File: src/hdl/push_button_fading_dimmer_assert.svh
// Assertion helpers for the dimmer RTL
`ifndef PUSH_BUTTON_FADING_DIMMER_ASSERT_SVH
`define PUSH_BUTTON_FADING_DIMMER_ASSERT_SVH

// Same-cycle implication, disabled while in reset
`define PBFD_ASSERT_IMP(lbl, clk, rst_n, ante, cons) \
  lbl: assert property (@(posedge clk) disable iff (!rst_n) (ante) |-> (cons)) \
    else $error("pbfd assertion failed");

// Next-cycle implication, disabled while in reset
`define PBFD_ASSERT_NXT(lbl, clk, rst_n, ante, cons) \
  lbl: assert property (@(posedge clk) disable iff (!rst_n) (ante) |=> (cons)) \
    else $error("pbfd assertion failed");

`endif

File: src/hdl/pbfd_pkg.sv
`default_nettype none

package pbfd_pkg;

  // Configuration register file geometry
  localparam int CFG_DATA_W = 16;
  localparam int CFG_IDX_W  = 3;
  localparam int TICK_W     = 16;
  localparam int STEP_W     = 8;
  localparam int BYTE_W     = 8;

  // Register indexes
  typedef enum logic [CFG_IDX_W-1:0] {
    REG_DEBOUNCE    = 3'd0,
    REG_FADE_PERIOD = 3'd1,
    REG_HOLD_LIMIT  = 3'd2,
    REG_FADE_STEP   = 3'd3,
    REG_SWEEP_STEP  = 3'd4
  } cfg_reg_e;

  // Reset values of the registers
  localparam logic [TICK_W-1:0] DEBOUNCE_RST    = 16'd50;
  localparam logic [TICK_W-1:0] FADE_PERIOD_RST = 16'd25;
  localparam logic [TICK_W-1:0] HOLD_LIMIT_RST  = 16'd5000;
  localparam logic [STEP_W-1:0] FADE_STEP_RST   = 8'd4;
  localparam logic [STEP_W-1:0] SWEEP_STEP_RST  = 8'd1;

  typedef struct packed {
    logic [TICK_W-1:0] debounce_ticks;
    logic [TICK_W-1:0] fade_period_ticks;
    logic [TICK_W-1:0] hold_limit_ticks;
    logic [STEP_W-1:0] fade_step;
    logic [STEP_W-1:0] sweep_step;
  } cfg_t;

  // One tick as seen by the core
  typedef struct packed {
    logic              button_level;
    logic              on_write;
    logic              on_value;
    logic              max_write;
    logic [BYTE_W-1:0] max_value;
  } tick_t;

  // One result item
  typedef struct packed {
    logic [BYTE_W-1:0] pwm_level;
    logic              power_enable;
    logic              lamp_on;
    logic [BYTE_W-1:0] max_level;
    logic              button_seen;
    logic              in_setup;
  } result_t;

endpackage

`default_nettype wire

File: src/hdl/pbfd_if.sv
`default_nettype none

// Tick channel
interface pbfd_in_if;
  logic       valid;
  logic       ready;
  logic       button_level;
  logic       on_write;
  logic       on_value;
  logic       max_write;
  logic [7:0] max_value;

  modport source (output valid, button_level, on_write, on_value, max_write, max_value,
                  input ready);
  modport sink   (input valid, button_level, on_write, on_value, max_write, max_value,
                  output ready);
endinterface

// Result channel
interface pbfd_out_if;
  logic       valid;
  logic       ready;
  logic [7:0] pwm_level;
  logic       power_enable;
  logic       lamp_on;
  logic [7:0] max_level;
  logic       button_seen;
  logic       in_setup;

  modport source (output valid, pwm_level, power_enable, lamp_on, max_level, button_seen,
                  in_setup, input ready);
  modport sink   (input valid, pwm_level, power_enable, lamp_on, max_level, button_seen,
                  in_setup, output ready);
endinterface

`default_nettype wire

File: src/hdl/push_button_fading_dimmer.sv
// Push-button fading dimmer. Each transfer on in_ch is one millisecond tick
// carrying the raw button level and optional bus writes of the on bit and the
// maximum level; every tick yields exactly one result on out_ch, in the cycle
// after its transfer, holding the lamp level, power enable and the bus
// readbacks after that tick. A tick is taken in every cycle: the whole update
// is one pass of compare-and-add logic between the state registers and the
// output register, and in_ch.ready is low only while the output register
// holds a result that out_ch is not taking. Timer registers (debounce, fade
// period, long press) and step sizes are written through cfg_we/cfg_index/
// cfg_data; the user must do so while no tick is in flight (not enforced).
`default_nettype none

module push_button_fading_dimmer #(
  parameter int TIMER_WIDTH = 16,
  parameter int LEVEL_WIDTH = 8
) (
  input  wire logic                            clk,
  input  wire logic                            rst_n,
  pbfd_in_if.sink                              in_ch,
  pbfd_out_if.source                           out_ch,
  input  wire logic                            cfg_we,
  input  wire logic [pbfd_pkg::CFG_IDX_W-1:0]  cfg_index,
  input  wire logic [pbfd_pkg::CFG_DATA_W-1:0] cfg_data
);
  import pbfd_pkg::*;

  cfg_t    cfg;
  tick_t   tick;
  result_t res;
  result_t res_r;
  logic    out_valid_r, out_valid_nxt;
  logic    in_xfer;

  pbfd_cfg u_cfg (
    .clk       (clk),
    .rst_n     (rst_n),
    .cfg_we    (cfg_we),
    .cfg_index (cfg_index),
    .cfg_data  (cfg_data),
    .cfg       (cfg)
  );

  // Input transfer
  assign in_ch.ready = !out_valid_r || out_ch.ready;
  assign in_xfer     = in_ch.valid && in_ch.ready;

  assign tick.button_level = in_ch.button_level;
  assign tick.on_write     = in_ch.on_write;
  assign tick.on_value     = in_ch.on_value;
  assign tick.max_write    = in_ch.max_write;
  assign tick.max_value    = in_ch.max_value;

  pbfd_core #(
    .TIMER_WIDTH (TIMER_WIDTH),
    .LEVEL_WIDTH (LEVEL_WIDTH)
  ) u_core (
    .clk    (clk),
    .rst_n  (rst_n),
    .accept (in_xfer),
    .tick   (tick),
    .cfg    (cfg),
    .res    (res)
  );

  // Output register
  assign out_valid_nxt = in_xfer || (out_valid_r && !out_ch.ready);

  always_ff @(posedge clk) begin
    if (!rst_n) begin
      out_valid_r <= 1'b0;
    end else begin
      out_valid_r <= out_valid_nxt;
    end
  end

  always_ff @(posedge clk) begin
    if (in_xfer) begin
      res_r <= res;
    end
  end

  assign out_ch.valid        = out_valid_r;
  assign out_ch.pwm_level    = res_r.pwm_level;
  assign out_ch.power_enable = res_r.power_enable;
  assign out_ch.lamp_on      = res_r.lamp_on;
  assign out_ch.max_level    = res_r.max_level;
  assign out_ch.button_seen  = res_r.button_seen;
  assign out_ch.in_setup     = res_r.in_setup;

endmodule

`default_nettype wire

File: src/hdl/pbfd_cfg.sv
`default_nettype none

module pbfd_cfg (
  input  wire logic                           clk,
  input  wire logic                           rst_n,
  input  wire logic                           cfg_we,
  input  wire logic [pbfd_pkg::CFG_IDX_W-1:0] cfg_index,
  input  wire logic [pbfd_pkg::CFG_DATA_W-1:0] cfg_data,
  output pbfd_pkg::cfg_t                      cfg
);
  import pbfd_pkg::*;

  cfg_t cfg_r;
  cfg_t cfg_nxt;

  // Register decode; writes beyond the list are dropped
  always_comb begin
    cfg_nxt = cfg_r;
    if (cfg_we) begin
      unique case (cfg_reg_e'(cfg_index))
        REG_DEBOUNCE:    cfg_nxt.debounce_ticks    = cfg_data[TICK_W-1:0];
        REG_FADE_PERIOD: cfg_nxt.fade_period_ticks = cfg_data[TICK_W-1:0];
        REG_HOLD_LIMIT:  cfg_nxt.hold_limit_ticks  = cfg_data[TICK_W-1:0];
        REG_FADE_STEP:   cfg_nxt.fade_step         = cfg_data[STEP_W-1:0];
        REG_SWEEP_STEP:  cfg_nxt.sweep_step        = cfg_data[STEP_W-1:0];
        default:         cfg_nxt = cfg_r;
      endcase
    end
  end

  always_ff @(posedge clk) begin
    if (!rst_n) begin
      cfg_r.debounce_ticks    <= DEBOUNCE_RST;
      cfg_r.fade_period_ticks <= FADE_PERIOD_RST;
      cfg_r.hold_limit_ticks  <= HOLD_LIMIT_RST;
      cfg_r.fade_step         <= FADE_STEP_RST;
      cfg_r.sweep_step        <= SWEEP_STEP_RST;
    end else begin
      cfg_r <= cfg_nxt;
    end
  end

  assign cfg = cfg_r;

endmodule

`default_nettype wire

File: src/hdl/pbfd_core.sv
`default_nettype none
`include "push_button_fading_dimmer_assert.svh"

module pbfd_core #(
  parameter int TIMER_WIDTH = 16,
  parameter int LEVEL_WIDTH = 8
) (
  input  wire logic          clk,
  input  wire logic          rst_n,
  input  wire logic          accept,
  input  wire pbfd_pkg::tick_t tick,
  input  wire pbfd_pkg::cfg_t  cfg,
  output pbfd_pkg::result_t  res
);
  import pbfd_pkg::*;

  localparam int LW = LEVEL_WIDTH;
  localparam int TW = TIMER_WIDTH;
  // Counters are compared against 16-bit registers at the wider of the two
  localparam int CW = (TW > TICK_W) ? TW : TICK_W;
  localparam int SW = STEP_W + 1;
  localparam logic [LW-1:0] LEVEL_MAX = {LW{1'b1}};
  localparam logic [TW-1:0] TIMER_MAX = {TW{1'b1}};

  logic                 light_on_r, light_on_nxt;
  logic                 bus_on_r, bus_on_nxt;
  logic [LW-1:0]        bus_max_r, bus_max_nxt;
  logic [LW-1:0]        light_max_r, light_max_nxt;
  logic [LW-1:0]        level_r, level_nxt;
  logic [LW-1:0]        target_r, target_nxt;
  logic signed [SW-1:0] delta_r, delta_nxt;
  logic                 setup_r, setup_nxt;
  logic                 pressed_r, pressed_nxt;
  logic                 debouncing_r, debouncing_nxt;
  logic [TW-1:0]        deb_cnt_r, deb_cnt_nxt;
  logic [TW-1:0]        fade_cnt_r, fade_cnt_nxt;
  logic [TW-1:0]        hold_cnt_r, hold_cnt_nxt;
  logic                 power_r, power_nxt;
  logic                 sample_r, sample_nxt;

  logic signed [SW-1:0] fade_pos, sweep_pos;

  assign fade_pos  = $signed({1'b0, cfg.fade_step});
  assign sweep_pos = $signed({1'b0, cfg.sweep_step});

  function automatic logic [TW-1:0] tick_up(input logic [TW-1:0] c);
    tick_up = (c != TIMER_MAX) ? c + 1'b1 : c;
  endfunction

  // Whole tick update, in the order the behaviour defines
  always_comb begin
    logic                 down_v;
    logic signed [LW+1:0] sum_v;
    light_on_nxt   = light_on_r;
    bus_on_nxt     = bus_on_r;
    bus_max_nxt    = bus_max_r;
    light_max_nxt  = light_max_r;
    level_nxt      = level_r;
    target_nxt     = target_r;
    delta_nxt      = delta_r;
    setup_nxt      = setup_r;
    pressed_nxt    = pressed_r;
    debouncing_nxt = debouncing_r;
    deb_cnt_nxt    = deb_cnt_r;
    fade_cnt_nxt   = fade_cnt_r;
    hold_cnt_nxt   = hold_cnt_r;
    power_nxt      = power_r;
    sample_nxt     = sample_r;
    down_v         = 1'b0;
    sum_v          = '0;

    if (accept) begin
      // bus writes
      if (tick.on_write)  bus_on_nxt  = tick.on_value;
      if (tick.max_write) bus_max_nxt = LW'(tick.max_value);

      // elapsed-time counters, saturating
      deb_cnt_nxt  = tick_up(deb_cnt_r);
      fade_cnt_nxt = tick_up(fade_cnt_r);
      if (pressed_r) hold_cnt_nxt = tick_up(hold_cnt_r);

      // follow a bus-side on/off change
      if (bus_on_nxt != light_on_nxt) begin
        if (light_on_nxt) begin
          light_on_nxt = 1'b0;
          target_nxt   = '0;
          delta_nxt    = -fade_pos;
        end else begin
          light_on_nxt = 1'b1;
          target_nxt   = light_max_nxt;
          delta_nxt    = fade_pos;
        end
      end

      // follow a bus-side maximum change
      if (bus_max_nxt != light_max_nxt) begin
        light_max_nxt = bus_max_nxt;
        if (light_on_nxt) begin
          delta_nxt  = (level_nxt > light_max_nxt) ? -fade_pos : fade_pos;
          target_nxt = light_max_nxt;
        end
      end

      // debounce and press/release handling
      if (!debouncing_r || (CW'(deb_cnt_nxt) >= CW'(cfg.debounce_ticks))) begin
        sample_nxt = tick.button_level;
        down_v     = !tick.button_level;
        if (down_v != pressed_nxt) begin
          hold_cnt_nxt = '0;
          if (down_v) begin
            if (light_on_nxt) begin
              light_on_nxt = 1'b0;
              target_nxt   = '0;
              delta_nxt    = -fade_pos;
            end else begin
              light_on_nxt = 1'b1;
              target_nxt   = light_max_nxt;
              delta_nxt    = fade_pos;
            end
            bus_on_nxt  = light_on_nxt;
            pressed_nxt = 1'b1;
          end else begin
            if (setup_nxt) begin
              setup_nxt     = 1'b0;
              light_max_nxt = level_nxt;
              delta_nxt     = '0;
              bus_max_nxt   = level_nxt;
            end
            pressed_nxt = 1'b0;
          end
          debouncing_nxt = 1'b1;
        end else begin
          debouncing_nxt = 1'b0;
        end
        deb_cnt_nxt = '0;
      end

      // long press starts the setup sweep
      if (pressed_nxt && !setup_nxt &&
          (CW'(hold_cnt_nxt) > CW'(cfg.hold_limit_ticks))) begin
        setup_nxt = 1'b1;
        if (level_nxt == '0) begin
          delta_nxt  = sweep_pos;
          target_nxt = LEVEL_MAX;
        end else begin
          delta_nxt  = -sweep_pos;
          target_nxt = '0;
        end
      end

      // fade step
      if (CW'(fade_cnt_nxt) >= CW'(cfg.fade_period_ticks)) begin
        fade_cnt_nxt = '0;
        if (delta_nxt != '0) begin
          sum_v = $signed({2'b00, level_nxt}) + $signed({{(LW-7){delta_nxt[SW-1]}}, delta_nxt});
          if (!delta_nxt[SW-1]) begin
            if (sum_v > $signed({2'b00, target_nxt})) begin
              level_nxt = target_nxt;
              if (setup_nxt) begin
                delta_nxt  = -delta_nxt;
                target_nxt = '0;
              end else begin
                delta_nxt = '0;
              end
            end else begin
              level_nxt = sum_v[LW-1:0];
            end
            power_nxt = 1'b1;
          end else begin
            if (sum_v < $signed({2'b00, target_nxt})) begin
              level_nxt = target_nxt;
              if (setup_nxt) begin
                delta_nxt  = -delta_nxt;
                target_nxt = LEVEL_MAX;
              end else begin
                delta_nxt = '0;
                if (level_nxt == '0) power_nxt = 1'b0;
              end
            end else begin
              level_nxt = sum_v[LW-1:0];
            end
          end
        end
      end
    end
  end

  // State registers
  always_ff @(posedge clk) begin
    if (!rst_n) begin
      light_on_r   <= 1'b0;
      bus_on_r     <= 1'b0;
      bus_max_r    <= LW'(255);
      light_max_r  <= LW'(255);
      level_r      <= '0;
      target_r     <= '0;
      delta_r      <= '0;
      setup_r      <= 1'b0;
      pressed_r    <= 1'b0;
      debouncing_r <= 1'b0;
      deb_cnt_r    <= '0;
      fade_cnt_r   <= '0;
      hold_cnt_r   <= '0;
      power_r      <= 1'b0;
      sample_r     <= 1'b1;
    end else begin
      light_on_r   <= light_on_nxt;
      bus_on_r     <= bus_on_nxt;
      bus_max_r    <= bus_max_nxt;
      light_max_r  <= light_max_nxt;
      level_r      <= level_nxt;
      target_r     <= target_nxt;
      delta_r      <= delta_nxt;
      setup_r      <= setup_nxt;
      pressed_r    <= pressed_nxt;
      debouncing_r <= debouncing_nxt;
      deb_cnt_r    <= deb_cnt_nxt;
      fade_cnt_r   <= fade_cnt_nxt;
      hold_cnt_r   <= hold_cnt_nxt;
      power_r      <= power_nxt;
      sample_r     <= sample_nxt;
    end
  end

  // Result of this tick, taken by the output register on transfer
  assign res.pwm_level    = level_nxt[BYTE_W-1:0];
  assign res.power_enable = power_nxt;
  assign res.lamp_on      = bus_on_nxt;
  assign res.max_level    = bus_max_nxt[BYTE_W-1:0];
  assign res.button_seen  = sample_nxt;
  assign res.in_setup     = setup_nxt;

  // Bus readback and internal light state never disagree between ticks
  `PBFD_ASSERT_IMP(a_on_match, clk, rst_n, 1'b1, light_on_r == bus_on_r)
  `PBFD_ASSERT_IMP(a_max_match, clk, rst_n, 1'b1, light_max_r == bus_max_r)
  // Setup sweep only runs while the button is held
  `PBFD_ASSERT_IMP(a_setup_held, clk, rst_n, setup_r, pressed_r)
  // Power drops only once the lamp is fully dark
  `PBFD_ASSERT_IMP(a_power_off_dark, clk, rst_n, $fell(power_r), level_r == '0)
  // No state moves without a tick transfer
  `PBFD_ASSERT_NXT(a_idle_hold, clk, rst_n, !accept, $stable(level_r) && $stable(delta_r))

endmodule

`default_nettype wire
File: src/flat_wrapper.sv
// flat-port wrapper written by rule: the top's interface ports become plain ports
module push_button_fading_dimmer_flat import pbfd_pkg::*;
#(
  parameter int TIMER_WIDTH = 16,
  parameter int LEVEL_WIDTH = 8
)
  (clk, rst_n, cfg_we, cfg_index, cfg_data, in_ch_valid, in_ch_button_level, in_ch_on_write, in_ch_on_value, in_ch_max_write, in_ch_max_value, in_ch_ready, out_ch_valid, out_ch_pwm_level, out_ch_power_enable, out_ch_lamp_on, out_ch_max_level, out_ch_button_seen, out_ch_in_setup, out_ch_ready);
  pbfd_in_if in_ch_i ();
  pbfd_out_if out_ch_i ();
  input  wire logic clk;
  input  wire logic rst_n;
  input  wire logic cfg_we;
  input  wire logic [pbfd_pkg::CFG_IDX_W-1:0] cfg_index;
  input  wire logic [pbfd_pkg::CFG_DATA_W-1:0] cfg_data;
  input wire logic [$bits(in_ch_i.valid)-1:0] in_ch_valid;
  input wire logic [$bits(in_ch_i.button_level)-1:0] in_ch_button_level;
  input wire logic [$bits(in_ch_i.on_write)-1:0] in_ch_on_write;
  input wire logic [$bits(in_ch_i.on_value)-1:0] in_ch_on_value;
  input wire logic [$bits(in_ch_i.max_write)-1:0] in_ch_max_write;
  input wire logic [$bits(in_ch_i.max_value)-1:0] in_ch_max_value;
  output wire logic [$bits(in_ch_i.ready)-1:0] in_ch_ready;
  output wire logic [$bits(out_ch_i.valid)-1:0] out_ch_valid;
  output wire logic [$bits(out_ch_i.pwm_level)-1:0] out_ch_pwm_level;
  output wire logic [$bits(out_ch_i.power_enable)-1:0] out_ch_power_enable;
  output wire logic [$bits(out_ch_i.lamp_on)-1:0] out_ch_lamp_on;
  output wire logic [$bits(out_ch_i.max_level)-1:0] out_ch_max_level;
  output wire logic [$bits(out_ch_i.button_seen)-1:0] out_ch_button_seen;
  output wire logic [$bits(out_ch_i.in_setup)-1:0] out_ch_in_setup;
  input wire logic [$bits(out_ch_i.ready)-1:0] out_ch_ready;
  assign in_ch_i.valid = in_ch_valid;
  assign in_ch_i.button_level = in_ch_button_level;
  assign in_ch_i.on_write = in_ch_on_write;
  assign in_ch_i.on_value = in_ch_on_value;
  assign in_ch_i.max_write = in_ch_max_write;
  assign in_ch_i.max_value = in_ch_max_value;
  assign in_ch_ready = in_ch_i.ready;
  assign out_ch_valid = out_ch_i.valid;
  assign out_ch_pwm_level = out_ch_i.pwm_level;
  assign out_ch_power_enable = out_ch_i.power_enable;
  assign out_ch_lamp_on = out_ch_i.lamp_on;
  assign out_ch_max_level = out_ch_i.max_level;
  assign out_ch_button_seen = out_ch_i.button_seen;
  assign out_ch_in_setup = out_ch_i.in_setup;
  assign out_ch_i.ready = out_ch_ready;
  push_button_fading_dimmer #(.TIMER_WIDTH(TIMER_WIDTH), .LEVEL_WIDTH(LEVEL_WIDTH)) u_core (.clk(clk), .rst_n(rst_n), .in_ch(in_ch_i), .out_ch(out_ch_i), .cfg_we(cfg_we), .cfg_index(cfg_index), .cfg_data(cfg_data));
endmodule
File: config.mk
export PLATFORM = sky130hd
export DESIGN_NAME = push_button_fading_dimmer_flat
export DESIGN_NICKNAME = d
export VERILOG_FILES = /design/src/hdl/pbfd_pkg.sv /design/src/hdl/pbfd_if.sv /design/src/hdl/push_button_fading_dimmer.sv /design/src/hdl/pbfd_cfg.sv /design/src/hdl/pbfd_core.sv /design/src/flat_wrapper.sv
export VERILOG_INCLUDE_DIRS = /design/src /design/src/hdl
export SDC_FILE = /design/constraint.sdc
export NUM_CORES = 1
export LEC_CHECK = 0
export ABC_AREA = 0
export BUFFER_PORTS_ARGS = -buffer_cell sky130_fd_sc_hd__buf_2
export CAP_MARGIN = 20
export CORE_MARGIN = 2
export CORE_UTILIZATION = 45
export CTS_BUF_LIST = sky130_fd_sc_hd__clkbuf_2 sky130_fd_sc_hd__clkbuf_4 sky130_fd_sc_hd__clkbuf_8
export DETAILED_ROUTE_END_ITERATION = 6
export GPL_TIMING_DRIVEN = 0
export PLACE_DENSITY_LB_ADDON = 0.3
export SLEW_MARGIN = 20
export SYNTH_ARGS = -nofsm -noshare
export SYNTH_HDL_FRONTEND = slang
export SYNTH_HIERARCHICAL = 1
export SYNTH_SLANG_ARGS = --single-unit
File: constraint.sdc
create_clock -name clk -period 10.3 [get_ports clk]
set_input_delay 1.03 -clock clk [delete_from_list [all_inputs] [get_ports clk]]
set_output_delay 1.03 -clock clk [all_outputs]
set_load 0.02 [all_outputs]
==> summary by stage <==
Run status
The run finished, with violations left. The checks that failed: design-rule violations.

Timing
The count of pins over their slew limit is 0. The routed design could run at a clock period as short as 9.727 ns. The final count of hold timing violations is 0. Setup violations remaining at the end of the flow were counted as 0. Derived from the worst setup path, the maximum achievable clock frequency is 0.1028 GHz.

For the pin with the worst max-slew slack, the measured transition is 1.041 ns. The worst max-slew margin expressed relative to the limit is 0.3009. Of the available clock period, the critical path in the final layout requires 0.9443. Setup repair after global routing left no endpoint under its margin. The total negative setup slack is 0 ns. Between clock sinks in the finished design, the worst skew comes to 0.02089 ns.

Routing
For this block, the via count after detailed routing is 11190. After detailed routing, the average wire length per cell comes to 18.84 microns. The iteration count of the initial detailed-routing pass is 7. The DRC violation count after routing is 3.

The via density per instance is 5.808. For this block, the routed nets add up to 36300 microns of wire. The initial detailed-routing violation count is 1066. Once detail routing completed, the nets flagged for antenna violations numbered 0.

Worst setup path
On the worst path, the slowest cell contributes a delay of 0.49 ns. The critical path start-end classification is register to register. The critical path launch point type is a register. The kind of capture point of the worst setup path is a register. The number of cell instances on the worst register-to-register path is 40.

Along the worst path, the maximum fanout reaches 11. At the worst endpoint, the required time is 10.55 ns. The critical path arrival is 9.97 ns. For this design, the slowest cell found on the critical path is or4_1.

Synth
After synthesis the netlist holds a flip-flop and latch count of 181. The proportion of synthesized flip-flops having asynchronous set or reset is 0. Among all flip-flop cells after synthesis, the most frequent one is dfxtp_1.

After technology mapping, the gate count stands at 1506. By count the netlist is led by nand2_1 (166), dfxtp_1 (161), nor2_1 (152). Counting flops with a built-in enable in the synthesized netlist gives 20. After synthesis, the cell types taking the most area are dfxtp_1 (27%), ha_1 (8.2%), mux2i_1 (7.7%). The number of distinct standard cells referenced by the synthesized netlist is 78.

The mean post-synth cell area is 8.011 sq um. Summing every instance area after synthesis gives 0.01206 sq mm. During synthesis, Yosys emitted a total of 6 warnings.

For this run, the register share of the synthesized area comes to 0.3169. Of the post-synthesis cell area, the dominant cell type holds 0.2672. The cell type with the highest aggregate area in the netlist is dfxtp_1.

The most common cell in the synthesized netlist is nand2_1. The number of nets handed over by synthesis was 1622.

Final layout
After the last flow step, the layout net total stands at 1695. The total of fill cells in the finished design is 2565. The final design instance area without fill is 0.01332 sq mm.

The number of antenna repair diodes is 0. The relative area change from synthesis to final layout is 10.42%. The layout cell share with drive strength beyond 1 is 0.1030.

GRT
The first global-routing pass estimated 57240 microns of wire. The total overflow left after global routing is 0. The number of global-route vias before repair is 10650.

The overall global routing resource usage is 0.2586. The initial antenna violation count is 0. The pin count of the biggest net entering global routing is 27.

Clock tree
After clock tree synthesis, the clock-pin slew on the worst setup and hold paths is 0.10 ns. The clock tree synthesis step divided the H-tree into 4 levels. The clock passes through at most 2 buffers. The clock net sink count is 181.

The clock latency on the worst-skew pair is 0.50 ns. The root buffer cell chosen for the clock tree is clkbuf_8. The number of CTS-inserted buffers is 17. The number of hold buffers added after CTS was 0. TritonCTS built the clock tree.

Placed design
The HPWL after detailed placement is 27280 microns. At the end of routability-driven placement, the weighted congestion stood at 0.9550. The number of buffer cells added on primary ports is 55.

In this run the cell area measured after placement is 0.01277 sq mm.

Power and ir drop
For this design the ratio of total power to cell area is 127.6 mW/mm^2. Of the total power, the clock network draws 0.339. The switching power summed over all nets is 554.4 uW. In this run the static leakage power is 0.005474 uW. The internal power of the cells totals 1145 uW.

The sequential group share of total power is 0.445. The logic gate share of total power is 0.216. The maximum ir drop on the vdd rail is 0.07129 mV.

Total power for the finished layout comes to 1699 uW. The switching part of the total is 0.3262.

Die
The effective utilization at floorplan is 0.4603. The area of the die is 0.02814 sq mm. From left edge to right edge, the die measures 167.7 microns. The I/O pin count is 58. The height of the chip is 167.7 microns. The core box area is 0.02621 sq mm.

The floorplan row count is 59.

Flow run
Across the run, the number of max-cap violations was 0.

Min path
The path class of the tightest hold or removal check is register to register. The number of stages on the worst hold path is 2.
-- layout by cell type, fill, tap and decap left out, drive strengths merged, types with 15 or more instances in the layout --
| cell | n |
|---|---|
| a21o | 15 |
| nand4 | 35 |
| nor2b | 33 |
| inv | 96 |
| buf | 78 |
| nand2 | 166 |
| a22oi | 25 |
| o21ai | 80 |
| dfxtp | 161 |
| a211oi | 16 |
| nand2b | 15 |
| o211ai | 15 |
| edfxtp | 20 |
| nor2 | 152 |
| xor2 | 29 |
| a31oi | 20 |
| or3 | 18 |
| ha | 79 |
| a21oi | 107 |
| or2 | 15 |
| nor3 | 19 |
| clkbuf | 87 |
| xnor2 | 40 |
| mux2i | 101 |
| nand3 | 37 |
| and2 | 16 |
-- what timing repair did --
item                       CTS  global route
setup buffers                2             0
setup endpoints to repair   35            35
gates resized for setup     12            15
gates cloned                 0             0
pin swaps                    1             1
-- power groups by stage --
stage | Clock (uW) | Combinational [uW] | Sequential (uW)
2_1_floorplan | 0 | 245 | 773
3_3_place_gp | 0 | 347 | 772
3_5_place_dp | 0 | 353 | 773
4_1_cts | 589 | 359 | 757
5_1_grt | 615 | 401 | 760
6_report | 576 | 366 | 757
-- per-layer routing --
layer | track usage | vias up | share of wire
met2 | 0.4203 | 401 | 0.45
met4 | 0.1282 | 0 | 0.047
met5 | 0 | - | 0
li1 | - | 5430 | -
met3 | 0.03805 | 99 | 0.055
met1 | 0.3366 | 5262 | 0.44
-- flip-flops by register name, indices dropped and copies added, names as in the netlist --
signal,flops
u_core/u_core/sample_r,1
u_core/u_core/setup_r,1
u_core/u_core/bus_max_r,8
u_core/u_core/debouncing_r,1
u_core/out_ch.max_level,8
u_core/out_ch.button_seen,1
u_core/out_ch.valid,1
u_core/u_core/light_max_r,8
u_core/out_ch.power_enable,1
u_core/u_core/delta_r,9
u_core/u_core/hold_cnt_r,16
u_core/u_core/level_r,8
u_core/out_ch.lamp_on,1
u_core/u_core/target_r,8
u_core/u_core/pressed_r,1
u_core/u_core/light_on_r,1
u_core/u_core/fade_cnt_r,16
u_core/u_cfg/cfg,64
u_core/u_core/bus_on_r,1
u_core/out_ch.in_setup,1
u_core/u_core/deb_cnt_r,16
u_core/u_core/power_r,1
u_core/out_ch.pwm_level,8
-- logic make-up after synthesis --
group	Yosys count	synth area share
adders and majority gates	80	0.08359
DFF	181	0.3169
xor gates and xnor gates	69	0.05009
muxes	108	0.09604
and+or+nand+nor	558	0.2245
AOI/OAI and AO/OA	326	0.1668
buffers and inverters	184	0.06202
-- path summary, 6_finish.rpt --
path                                                               from                                    to  slack, ns
worst max-delay path            u_core/u_core/deb_cnt_r[6]$_SDFFE_PN0P_  u_core/out_ch.power_enable$_DFFE_PP_       0.57
worst min-delay path                  u_core/u_cfg/cfg[58]$_SDFFE_PN0P_     u_core/u_cfg/cfg[58]$_SDFFE_PN0P_       0.46
worst max register to register  u_core/u_core/deb_cnt_r[6]$_SDFFE_PN0P_  u_core/out_ch.power_enable$_DFFE_PP_       0.57
worst min register to register        u_core/u_cfg/cfg[58]$_SDFFE_PN0P_     u_core/u_cfg/cfg[58]$_SDFFE_PN0P_       0.46
-- metrics by stage --
step	hold slack, ns	worst slack, ns	std cells	util
finish	0.4623	0.5732	1927	0.5083
global route	0.4863	0.02560	1927	0.5083
CTS	0.4640	0.02133	1929	0.5069
detailed placement	0.4495	-1.046	1896	0.4871
global placement	0.4435	-1.042	1896	0.4868
floorplan	0.4264	0.9908	1506	-
-- critical path, delay by kind of cell (launching register included) --
family,cells,cell delay [ns]
AO/OA/AOI/OAI,15,3.35
XOR/XNOR,2,0.52
adder cells (fa/ha/maj),4,1.08
buffers and inverters,5,0.94
flip-flops,1,0.43
AND/OR/NAND/NOR,14,3.14
-- final cells by class --
class	instances	area, sq um	share of cell area
multi-input combinational	1141	7572	0.5684
sequential	181	3826	0.2872
tap	335	419.2	0.03146
buffer	90	399.1	0.02996
inverter	90	337.8	0.02536
timing repair buffer	58	295.3	0.02217
clock inverter	15	237.7	0.01785
clock buffer	17	234.0	0.01756
Note: power is estimated with default switching activity, not from simulation.
